$ cat src/rtl/core/chi_square_intersection_kernel_defines.svh
// Assertion macros shared by the kernel accumulator RTL.
// Checks are compiled in unless SYNTHESIS is defined; no other dependencies.
`ifndef CHI_SQUARE_INTERSECTION_KERNEL_DEFINES_SVH
`define CHI_SQUARE_INTERSECTION_KERNEL_DEFINES_SVH

`ifndef SYNTHESIS
`define CSIK_ASSERT_IMPLIES(label, clk, rst, ante, cons) \
   label: assert property (@(posedge clk) disable iff (rst) (ante) |-> (cons)) \
      else $error("same-cycle check failed");
`define CSIK_ASSERT_NEXT(label, clk, rst, ante, cons) \
   label: assert property (@(posedge clk) disable iff (rst) (ante) |=> (cons)) \
      else $error("next-cycle check failed");
`else
`define CSIK_ASSERT_IMPLIES(label, clk, rst, ante, cons)
`define CSIK_ASSERT_NEXT(label, clk, rst, ante, cons)
`endif

`endif

$ cat src/rtl/core/csik_pkg.sv
// Shared types and constants of the kernel accumulator.
// Used by csik_front, csik_queue, csik_back and the top level; no dependencies.
`timescale 1ns / 1ps

package csik_pkg;

   localparam int FEAT_W     = 16;
   localparam int SUM_W      = FEAT_W + 1;
   localparam int SQ_W       = 2 * FEAT_W;
   localparam int ACC_W      = 30;
   localparam logic [ACC_W-1:0] ACC_MAX = {ACC_W{1'b1}};

   localparam int REQ_DATA_W = 32;
   localparam int RSP_DATA_W = 32;

   localparam logic MODE_CHI_SQUARE = 1'b0;
   localparam logic MODE_INTERSECT  = 1'b1;

   localparam int QUEUE_DEPTH = 2;
   localparam int PTR_W       = (QUEUE_DEPTH > 1) ? $clog2(QUEUE_DEPTH) : 1;
   localparam int COUNT_W     = $clog2(QUEUE_DEPTH + 1);

   // Quotient never exceeds 16 bits, so only the low numerator half needs steps.
   localparam int DIV_STEPS = FEAT_W;
   localparam int STEP_W    = $clog2(DIV_STEPS);

   typedef enum logic {
      TERM_DIRECT,
      TERM_DIVIDE
   } term_kind_type;

   typedef struct packed {
      term_kind_type    kind;
      logic             last;
      logic [SQ_W-1:0]  num;
      logic [SUM_W-1:0] den;
   } entry_type;

endpackage

$ cat src/rtl/core/csik_front.sv
// Front end: holds the mode register, classifies each request and forms its operands.
// Depends on csik_pkg.
`timescale 1ns / 1ps

module csik_front
   import csik_pkg::*;
(
   input  logic                  clock,
   input  logic                  reset,
   input  logic                  csr_wr_en,
   input  logic                  csr_wr_data,
   input  logic [FEAT_W-1:0]     feature_a,
   input  logic [FEAT_W-1:0]     feature_b,
   input  logic                  last_element,
   output entry_type             entry
);

   logic              mode_ff;
   logic              mode_in;
   logic [FEAT_W-1:0] diff;
   logic [FEAT_W-1:0] least;
   logic [SUM_W-1:0]  pair_sum;

   assign mode_in = csr_wr_en ? csr_wr_data : mode_ff;

   always_ff @(posedge clock) begin
      if (reset) begin
         mode_ff <= MODE_CHI_SQUARE;
      end else begin
         mode_ff <= mode_in;
      end
   end

   always_comb begin
      diff     = (feature_a > feature_b) ? (feature_a - feature_b) : (feature_b - feature_a);
      least    = (feature_a < feature_b) ? feature_a : feature_b;
      pair_sum = {1'b0, feature_a} + {1'b0, feature_b};

      entry.last = last_element;
      entry.den  = pair_sum;
      if (mode_ff == MODE_INTERSECT) begin
         entry.kind = TERM_DIRECT;
         entry.num  = {{(SQ_W-FEAT_W){1'b0}}, least};
      end else if (pair_sum == '0) begin
         // zero sum adds nothing: skip the divider
         entry.kind = TERM_DIRECT;
         entry.num  = '0;
      end else begin
         entry.kind = TERM_DIVIDE;
         entry.num  = diff * diff;
      end
   end

endmodule

$ cat src/rtl/core/csik_queue.sv
// Short queue between front and back end, held in flip-flops.
// Depends on csik_pkg and the assertion macro header.
`timescale 1ns / 1ps
`include "chi_square_intersection_kernel_defines.svh"

module csik_queue
   import csik_pkg::*;
(
   input  logic      clock,
   input  logic      reset,
   input  logic      push,
   input  entry_type push_entry,
   output logic      full,
   input  logic      pop,
   output logic      head_valid,
   output entry_type head_entry
);

   entry_type          slots_ff [QUEUE_DEPTH];
   logic [PTR_W-1:0]   wr_ptr_ff;
   logic [PTR_W-1:0]   wr_ptr_in;
   logic [PTR_W-1:0]   rd_ptr_ff;
   logic [PTR_W-1:0]   rd_ptr_in;
   logic [COUNT_W-1:0] count_ff;
   logic [COUNT_W-1:0] count_in;

   function automatic logic [PTR_W-1:0] next_ptr(input logic [PTR_W-1:0] ptr);
      logic [PTR_W-1:0] result;
      if (ptr == PTR_W'(QUEUE_DEPTH - 1)) begin
         result = '0;
      end else begin
         result = ptr + 1'b1;
      end
      return result;
   endfunction

   assign full       = (count_ff == COUNT_W'(QUEUE_DEPTH));
   assign head_valid = (count_ff != '0);
   assign head_entry = slots_ff[rd_ptr_ff];

   always_comb begin
      wr_ptr_in = push ? next_ptr(wr_ptr_ff) : wr_ptr_ff;
      rd_ptr_in = pop ? next_ptr(rd_ptr_ff) : rd_ptr_ff;
      count_in  = count_ff;
      if (push && !pop) begin
         count_in = count_ff + 1'b1;
      end else if (pop && !push) begin
         count_in = count_ff - 1'b1;
      end
   end

   always_ff @(posedge clock) begin
      if (reset) begin
         wr_ptr_ff <= '0;
         rd_ptr_ff <= '0;
         count_ff  <= '0;
      end else begin
         wr_ptr_ff <= wr_ptr_in;
         rd_ptr_ff <= rd_ptr_in;
         count_ff  <= count_in;
      end
   end

   always_ff @(posedge clock) begin
      if (push) begin
         slots_ff[wr_ptr_ff] <= push_entry;
      end
   end

   `CSIK_ASSERT_IMPLIES(a_count_bound, clock, reset, 1'b1, count_ff <= COUNT_W'(QUEUE_DEPTH))
   `CSIK_ASSERT_IMPLIES(a_no_pop_empty, clock, reset, pop, count_ff != '0)
   `CSIK_ASSERT_IMPLIES(a_no_push_full, clock, reset, push, !full)
   `CSIK_ASSERT_NEXT(a_push_fills, clock, reset, push && !pop, count_ff != '0)

endmodule

$ cat src/rtl/core/csik_back.sv
// Back end: restoring divider, saturating accumulator and result register.
// Depends on csik_pkg and the assertion macro header.
`timescale 1ns / 1ps
`include "chi_square_intersection_kernel_defines.svh"

module csik_back
   import csik_pkg::*;
(
   input  logic             clock,
   input  logic             reset,
   input  logic             head_valid,
   input  entry_type        head_entry,
   output logic             pop,
   output logic             rsp_valid,
   input  logic             rsp_ready,
   output logic [ACC_W-1:0] rsp_value,
   output logic             rsp_saturated
);

   typedef enum logic [1:0] {
      ST_IDLE,
      ST_DIV,
      ST_ACC
   } state_type;

   state_type         state_ff, state_in;
   logic [SUM_W-1:0]  rem_ff, rem_in;
   logic [FEAT_W-1:0] quo_ff, quo_in;
   logic [SUM_W-1:0]  den_ff, den_in;
   logic              last_ff, last_in;
   logic [STEP_W-1:0] step_ff, step_in;
   logic [ACC_W-1:0]  run_ff, run_in;
   logic              clip_ff, clip_in;
   logic              rsp_valid_ff, rsp_valid_in;
   logic [ACC_W-1:0]  rsp_value_ff, rsp_value_in;
   logic              rsp_sat_ff, rsp_sat_in;

   logic              rsp_free;
   logic              acc_fire;
   logic              acc_last;
   logic [FEAT_W-1:0] term;
   logic [SUM_W:0]    partial;
   logic [SUM_W+1:0]  trial;
   logic              fits;
   logic [ACC_W:0]    wide_sum;
   logic              over;
   logic [ACC_W-1:0]  new_run;
   logic              new_clip;

   assign rsp_free      = !rsp_valid_ff || rsp_ready;
   assign rsp_valid     = rsp_valid_ff;
   assign rsp_value     = rsp_value_ff;
   assign rsp_saturated = rsp_sat_ff;

   // one quotient bit per step
   always_comb begin
      partial = {rem_ff, quo_ff[FEAT_W-1]};
      trial   = {1'b0, partial} - {2'b00, den_ff};
      fits    = !trial[SUM_W+1];
   end

   always_comb begin
      state_in     = state_ff;
      rem_in       = rem_ff;
      quo_in       = quo_ff;
      den_in       = den_ff;
      last_in      = last_ff;
      step_in      = step_ff;
      pop          = 1'b0;
      acc_fire     = 1'b0;
      acc_last     = 1'b0;
      term         = '0;

      case (state_ff)
         ST_IDLE: begin
            if (head_valid) begin
               if (head_entry.kind == TERM_DIVIDE) begin
                  pop      = 1'b1;
                  rem_in   = {1'b0, head_entry.num[SQ_W-1:FEAT_W]};
                  quo_in   = head_entry.num[FEAT_W-1:0];
                  den_in   = head_entry.den;
                  last_in  = head_entry.last;
                  step_in  = '0;
                  state_in = ST_DIV;
               end else if (!head_entry.last || rsp_free) begin
                  pop      = 1'b1;
                  acc_fire = 1'b1;
                  acc_last = head_entry.last;
                  term     = head_entry.num[FEAT_W-1:0];
               end
            end
         end
         ST_DIV: begin
            rem_in  = fits ? trial[SUM_W-1:0] : partial[SUM_W-1:0];
            quo_in  = {quo_ff[FEAT_W-2:0], fits};
            step_in = step_ff + 1'b1;
            if (step_ff == STEP_W'(DIV_STEPS - 1)) begin
               state_in = ST_ACC;
            end
         end
         ST_ACC: begin
            if (!last_ff || rsp_free) begin
               acc_fire = 1'b1;
               acc_last = last_ff;
               term     = quo_ff;
               state_in = ST_IDLE;
            end
         end
         default: begin
            state_in = ST_IDLE;
         end
      endcase
   end

   // saturating accumulate and result hand-off
   always_comb begin
      wide_sum     = {1'b0, run_ff} + {{(ACC_W+1-FEAT_W){1'b0}}, term};
      over         = wide_sum[ACC_W];
      new_run      = over ? ACC_MAX : wide_sum[ACC_W-1:0];
      new_clip     = clip_ff || over;

      run_in       = run_ff;
      clip_in      = clip_ff;
      rsp_valid_in = rsp_valid_ff && !rsp_ready;
      rsp_value_in = rsp_value_ff;
      rsp_sat_in   = rsp_sat_ff;
      if (acc_fire) begin
         if (acc_last) begin
            rsp_valid_in = 1'b1;
            rsp_value_in = new_run;
            rsp_sat_in   = new_clip;
            run_in       = '0;
            clip_in      = 1'b0;
         end else begin
            run_in  = new_run;
            clip_in = new_clip;
         end
      end
   end

   always_ff @(posedge clock) begin
      if (reset) begin
         state_ff     <= ST_IDLE;
         run_ff       <= '0;
         clip_ff      <= 1'b0;
         rsp_valid_ff <= 1'b0;
      end else begin
         state_ff     <= state_in;
         run_ff       <= run_in;
         clip_ff      <= clip_in;
         rsp_valid_ff <= rsp_valid_in;
      end
      rem_ff       <= rem_in;
      quo_ff       <= quo_in;
      den_ff       <= den_in;
      last_ff      <= last_in;
      step_ff      <= step_in;
      rsp_value_ff <= rsp_value_in;
      rsp_sat_ff   <= rsp_sat_in;
   end

   `CSIK_ASSERT_IMPLIES(a_div_den_nonzero, clock, reset, state_ff == ST_DIV, den_ff != '0)
   `CSIK_ASSERT_IMPLIES(a_div_rem_below, clock, reset, state_ff == ST_DIV, rem_ff < den_ff)
   `CSIK_ASSERT_IMPLIES(a_clip_pins_sum, clock, reset, clip_ff, run_ff == ACC_MAX)
   `CSIK_ASSERT_IMPLIES(a_emit_has_room, clock, reset, acc_fire && acc_last, rsp_free)

endmodule

$ cat src/rtl/core/chi_square_intersection_kernel.sv
// Chi-square / histogram-intersection kernel accumulator, top level.
// Instantiates csik_front, csik_queue and csik_back; depends on csik_pkg.
//
// Each request carries one pair of unsigned Q0.16 feature elements. In chi-square mode
// (kernel_mode 0) the pair adds (a-b)^2/(a+b), quotient truncated, nothing for a zero sum;
// in intersection mode (kernel_mode 1) it adds min(a,b). The Q14.16 sum saturates at
// 2^30-1 and is emitted with a sticky clip flag on the request marked tlast, then cleared.
// Throughput: an intersection pair, or a chi-square pair with a zero sum, is added directly;
// any other chi-square pair passes the back end as a load, 16 steps of the restoring divider
// retiring one quotient bit a cycle, and an accumulate, so the divider sets the chi-square
// rate. A two-entry queue lets the front accept requests ahead of the back end, and the
// result register lets work continue while a result waits to be taken.
// Write kernel_mode only while no request is outstanding; each pair uses the mode in force
// when it is accepted. Vector length is unbounded (nominal 4096 elements).
`timescale 1ns / 1ps

module chi_square_intersection_kernel
   import csik_pkg::*;
(
   input  logic                  clock,
   input  logic                  reset,
   // configuration: kernel_mode
   input  logic                  csr_wr_en,
   input  logic                  csr_wr_data,
   // requests
   input  logic                  req_tvalid,
   output logic                  req_tready,
   input  logic [REQ_DATA_W-1:0] req_tdata,  // [15:0] feature_a, [31:16] feature_b
   input  logic                  req_tlast,  // last_element
   // results
   output logic                  rsp_tvalid,
   input  logic                  rsp_tready,
   output logic [RSP_DATA_W-1:0] rsp_tdata,  // [29:0] kernel_value, [31:30] zero
   output logic                  rsp_tuser   // saturated
);

   entry_type        front_entry;
   entry_type        head_entry;
   logic             queue_full;
   logic             head_valid;
   logic             pop;
   logic             push;
   logic [ACC_W-1:0] kernel_value;

   // accept whenever the queue has room
   assign req_tready = !queue_full;
   assign push       = req_tvalid && req_tready;

   csik_front u_front (
      .clock        (clock),
      .reset        (reset),
      .csr_wr_en    (csr_wr_en),
      .csr_wr_data  (csr_wr_data),
      .feature_a    (req_tdata[FEAT_W-1:0]),
      .feature_b    (req_tdata[2*FEAT_W-1:FEAT_W]),
      .last_element (req_tlast),
      .entry        (front_entry)
   );

   csik_queue u_queue (
      .clock      (clock),
      .reset      (reset),
      .push       (push),
      .push_entry (front_entry),
      .full       (queue_full),
      .pop        (pop),
      .head_valid (head_valid),
      .head_entry (head_entry)
   );

   csik_back u_back (
      .clock         (clock),
      .reset         (reset),
      .head_valid    (head_valid),
      .head_entry    (head_entry),
      .pop           (pop),
      .rsp_valid     (rsp_tvalid),
      .rsp_ready     (rsp_tready),
      .rsp_value     (kernel_value),
      .rsp_saturated (rsp_tuser)
   );

   // pad the result to whole bytes
   assign rsp_tdata = {{(RSP_DATA_W-ACC_W){1'b0}}, kernel_value};

endmodule
$ cat config.mk
export PLATFORM = sky130hd
export DESIGN_NAME = chi_square_intersection_kernel
export DESIGN_NICKNAME = d
export VERILOG_FILES = /design/src/rtl/core/csik_pkg.sv /design/src/rtl/core/csik_front.sv /design/src/rtl/core/csik_queue.sv /design/src/rtl/core/csik_back.sv /design/src/rtl/core/chi_square_intersection_kernel.sv
export VERILOG_INCLUDE_DIRS = /design/src /design/src/rtl/core
export SDC_FILE = /design/constraint.sdc
export NUM_CORES = 1
export LEC_CHECK = 0
export ABC_AREA = 1
export BUFFER_PORTS_ARGS = -buffer_cell sky130_fd_sc_hd__buf_4
export CORE_UTILIZATION = 35
export DETAILED_ROUTE_END_ITERATION = 10
export PLACE_DENSITY_LB_ADDON = 0.08
export SLEW_MARGIN = 15
export SYNTH_ARGS = -nofsm -noshare
export SYNTH_HDL_FRONTEND = slang
export SYNTH_HIERARCHICAL = 1
export SYNTH_SLANG_ARGS = --single-unit
$ cat constraint.sdc
create_clock -name clock -period 14.8 [get_ports clock]
set_input_delay 0.74 -clock clock [delete_from_list [all_inputs] [get_ports clock]]
set_output_delay 0.74 -clock clock [all_outputs]
set_load 0.01 [all_outputs]
# Word level (Yosys, flattened, before mapping)
# Memory sizes are Yosys's and may differ from the RTL's. A register that Yosys moved wholly into a read port is not among the register bits.
# Index checks and enable logic that the tools add are counted.
op_classes:
  addsub: 10
  mul: 1
  magnitude_cmp: 2
  n_eq_ne: 8
  muxes: 52
  n_reduce_logical: 25
ops:
  columns: ["op", "count"]
  rows:
  - ["$mux W16", 8]
  - ["$mux W32", 2]
  - ["$pmux W16 S2", 2]
  - ["$mux W30", 2]
  - ["$mux W17", 3]
  - ["$pmux W17 S2", 1]
  - ["$mul A16 B16 Y32", 1]
  - ["$sub A16 B16 Y16", 2]
  - ["$add A30 B16 Y31", 1]
  - ["$mux W1", 22]
  - ["$sub A18 B17 Y19", 1]
  - ["$add A16 B16 Y17", 1]
  - ["$logic_not A17 Y1", 1]
  - ["$gt A16 B16 Y1", 1]
  - ["$lt A16 B16 Y1", 1]
  - ["$mux W2", 6]
  - ["$logic_not A1 Y1", 8]
  - ["$mux W4", 2]
  - ["$pmux W4 S2", 1]
  - ["$pmux W2 S3", 1]
  - ["$reduce_and A3 Y1", 2]
  - ["$reduce_bool A2 Y1", 3]
  - ["$add A4 B1 Y4 const B", 1]
  - ["$eq A2 B2 Y1 const B", 2]
  - ["13 further kinds", 23]
word_totals:
  register_bits: 125
  ram_bits: 102
  in_bits: 39
  output_inout_bits: 35
  mem_count: 1
memory_table:
  columns: ["memory", "words", "width", "rd", "rd_clocked_by_memory_dff", "write_ports", "line", "text"]
  rows:
  - ["u_queue.slots_ff", 2, 51, 1, 1, 1, "csik_queue.sv:19", "entry_type slots_ff [QUEUE_DEPTH];"]

# Logic depth before layout (Yosys ltp)
depth:
  word_depth: 10
  mapped_depth: 42
  mapped_depth_nobuf: 41

# Cells and area by module
# The synthesis kept the hierarchy.
modules_own_cells:
  columns: ["mod", "instances", "cells_per_inst", "area_each_um2", "seq_area_each_um2"]
  rows:
  - ["csik_front", 1, 1588, 10951.8, 20.0]
  - ["csik_back", 1, 997, 7767.4, 3263.1]
  - ["csik_queue", 1, 192, 4162.7, 3163.0]
  - ["chi_square_intersection_kernel", 1, 6, 32.5, 0.0]

# Worst setup path before layout
# Ideal clock, no wire load.
synth_timing:
  path_type: "input to register"
  startpoint: "input port req_tdata[0]"
  endpoint: "memory u_queue/slots_ff[0][41] in the netlist's numbering (data pin)"
  setup_ns: 0.257
  arrival_time_ns: 7.202
  required_ns: 14.543
  path_slack_ns: 7.341
  path_stages: 37
  n_path_buf: 2
  cell_sequence: "inv_1 -> ha_1 -> inv_1 -> fa_1 -> nand3_1 -> nand3_1 -> nand2_1 -> nand2_1 -> nand2_2 -> nand2_4 -> nand2_8 -> inv_6 -> buf_4 -> nand2_1 -> nand2_1 -> buf_4 -> inv_2 -> nand2_1 -> fa_1 -> inv_1 -> fa_1 -> fa_1 -> fa_1 -> fa_1 -> inv_1 -> fa_1 -> inv_1 -> ha_1 -> a21oi_1 -> o21ai_0 -> a21oi_1 -> inv_1 -> a21oi_1 -> nor2_1 -> nor2_1 -> xor2_1 -> nor2_1"
synth_rtl:
  columns: ["item", "line", "text"]
  rows:
  - ["from (decl)", "chi_square_intersection_kernel.sv:28", "input logic [REQ_DATA_W-1:0] req_tdata,"]
  - ["to (decl)", "csik_queue.sv:19", null]

==> impl_results.md <==
- Number of hold buffers added after CTS: 0
- Min-delay worst type: in -> reg
- First-pass GRT wire length: 103000 µm
- Core area: 64600 µm²
- Seq cells post-synth: 228
- Detailed Route Iter0 Violations: 1064
- DIE WIDTH: 258 µm
- Slowest cell delay on critical path: 0.67 ns
- Clock Skews: 0.0262 ns
- Fin crit period: 8.56 ns
- Critical path arrival: 8.82 ns
- IO buf count: 71
- Per-instance average area after synthesis: 8.23 µm²
- Largest net degree at the start of global routing: 52
- Final core utilization: 0.387
- Vias: 17700
- M3 GR Usage: 0.0116
- WP data required: 15.06 ns
- Register area: 6450 µm²
- Vias per Instance: 4.79
- Final hold vios: 0
- Status: completed
- First-pass DRT Iterations: 5
- Post-synth top area share: 0.246
- Initial Utilization: 0.355
- Final Slew Violations: 0
- Final Cell Area: 25000 µm²
- Final TNS setup: 0 ns
- Initial antenna violation count: 0
- Multi-input gate area: 13800 µm²
- Num CTS Buffers: 24
- Clock slew at reported path FFs: 0.06 ns
- Busiest grt layer: met2
- H-tree depth: 1
- Synth-to-Final Area Change: 9.05%
- Setup bufs post-CTS: 0
- Final worst-path cycle share: 0.578
- Delay-heaviest family, CP: adder cells
- Max clock buf depth: 3
- Post-synthesis sequential area ratio: 0.281
- CTS tree: done
- MaxCap Viol Count: 0
- Rows: 93
- Setup Crit Path Kind: in -> reg
- Top FF cell, synth: edfxtp_1
- Crit. End Element: flip-flop
- Slew @ Worst Pin: 0.903 ns
- GP Congestion: 0.886
- F_max: 0.117 GHz
- Final Setup Violations: 0
- Warnings, synthesis: 6
- Buf/Inv on CP: 9
- Overall global routing resource usage: 0.194
- Crit-path max FO: 33
- Hpwl dp: 52100 µm
- Critical-path top delay cell: ha_1
- Post-DP Area: 24100 µm²
- Share of cells above drive strength 1: 0.115
- Die area: 66500 µm²
- Mapped cell area: 22900 µm²
- Relative slew slack: 0.397
- Count leader, synth: nand2_1
- GRT met2 Usage: 0.342
- Gate Count Post-Synth: 2783
- Die H: 258 µm
- Filler cells: 6798
- RSZ-0062 raised after global routing: no
- Skew-Pair Late Insertion Delay: 0.55 ns
- Top cells by count, synth: 640 x nand2_1, 545 x inv_1, 221 x nor2_1, 188 x edfxtp_1, 180 x ha_1
- GRT met1 Usage: 0.263
- CTS Sinks: 228
- Total congestion overflow: 0
- Root Buffer: clkbuf_16
- ANT cells: 0
- Antenna Violating Nets Remaining: 0
- Number of synthesized flops with an enable pin: 188
- I/O Pins: 74
- Post-synth ARST share: 0
- WL final: 64200 µm
- Vias in the first global route: 18400
- Final layout net count: 3212
- # DRC: 0
- Type of origin of the critical path: primary input
- Synth cell types: 60
- Post-cts sizing count: 0
- Top post-synthesis cells by area: edfxtp_1 25%, fa_1 15%, nand2_1 10%
- Drt wl/cell: 17.4 µm
- Largest area contributor in the netlist: edfxtp_1
-- layout make-up --
class / instances / area share
Inverter: 575 / 0.0867
Tap cell: 855 / 0.0428
Clock inverter: 9 / 0.00531
Timing Repair Buffer: 81 / 0.0243
Sequential cell: 228 / 0.258
Multi-Input combinational cell: 1916 / 0.554
Clock buffer: 35 / 0.0285
-- metrics by stage --
stage	hold slack, ns	std cells	worst slack [ns]
finish	0.427	3699	6.24
global route	0.404	3699	5.81
CTS	0.392	3699	6.27
detailed placement	0.468	3655	5.70
global placement	0.462	3655	5.84
floorplan	0.449	2784	7.34
-- worst paths after layout --
kind,from,endpoint,slack [ns],cells past startpoint
worst max register to register,flip-flop,u_back/run_ff[19],10.22,16
worst min register to register,u_back/run_ff[15],u_back/run_ff[15],0.48,2
worst min-delay path,req_tlast,u_queue/slots_ff[1][49],0.43,1
worst max-delay path,req_tdata[8],u_queue/slots_ff[0][47],6.24,34
-- cells in the final DEF (no fill, tap or decap), types with 12 or more instances in the layout --
master	instances
nor2_1	216
nor2_2	12
a21oi_1	123
xor2_1	56
mux2_4	50
clkbuf_16	25
ha_1	180
buf_4	81
o21ai_0	101
nand2_2	38
fa_1	167
nor3_1	24
nand2_1	640
a21oi_2	21
xnor2_1	21
inv_1	544
inv_2	28
dfxtp_1	39
nand3_1	132
nand2_4	17
edfxtp_1	188
nand4_1	23
-- worst register-to-register path: stages, from the launching register on --
cell,delay [ns]
dfxtp_4,0.66
mux2_4,0.34
inv_1,0.18
nand3_1,0.50
o21ai_0,0.59
ha_1,0.32
fa_1,0.29
nand3_1,0.11
nand3_2,0.14
nand2_1,0.07
nand2_1,0.16
nand3_2,0.09
nand3_2,0.12
nand2_4,0.37
nand3_1,0.35
nand2_1,0.08
a21oi_1,0.15
-- registers in the layout (all words and copies together), names as in the netlist, named ones only --
signal / count
u_front/mode_ff: 1
u_back/den_ff: 17
u_back/rsp_valid: 1
u_back/rsp_value: 30
u_back/run_ff: 30
u_back/quo_ff: 16
u_back/rem_ff: 17
u_queue/wr_ptr_ff: 1
u_queue/rd_ptr_ff: 1
u_queue/slots_ff: 102
u_back/last_ff: 1
u_back/clip_ff: 1
u_queue/count_ff: 2
u_back/state_ff: 2
u_back/step_ff: 4
u_back/rsp_saturated: 1
-- kinds of logic (layout without fill, tap and decap cells) --
logic type	count (synthesis)	count (layout)	synth area share
other	1	2	0.000164
multiplexers	51	51	0.0333
AND/OR/NAND/NOR	1140	1140	0.221
adder cells (fa/ha/maj)	347	347	0.244
AO/OA/AOI/OAI	298	298	0.0737
XOR/XNOR	78	78	0.0306
buffers and inverters	640	700	0.116
flip-flops	228	228	0.281
-- per-layer routing --
| metal | wire, µm | part of all wire |
|---|---|---|
| met2 | 30800 | 0.48 |
| met4 | 1040 | 0.016 |
| met1 | 30300 | 0.47 |
| met3 | 2050 | 0.032 |
| met5 | 0 | 0 |
Power is not shown: default switching activity piles up to over one toggle a cycle in this logic, so the estimate is an artifact.
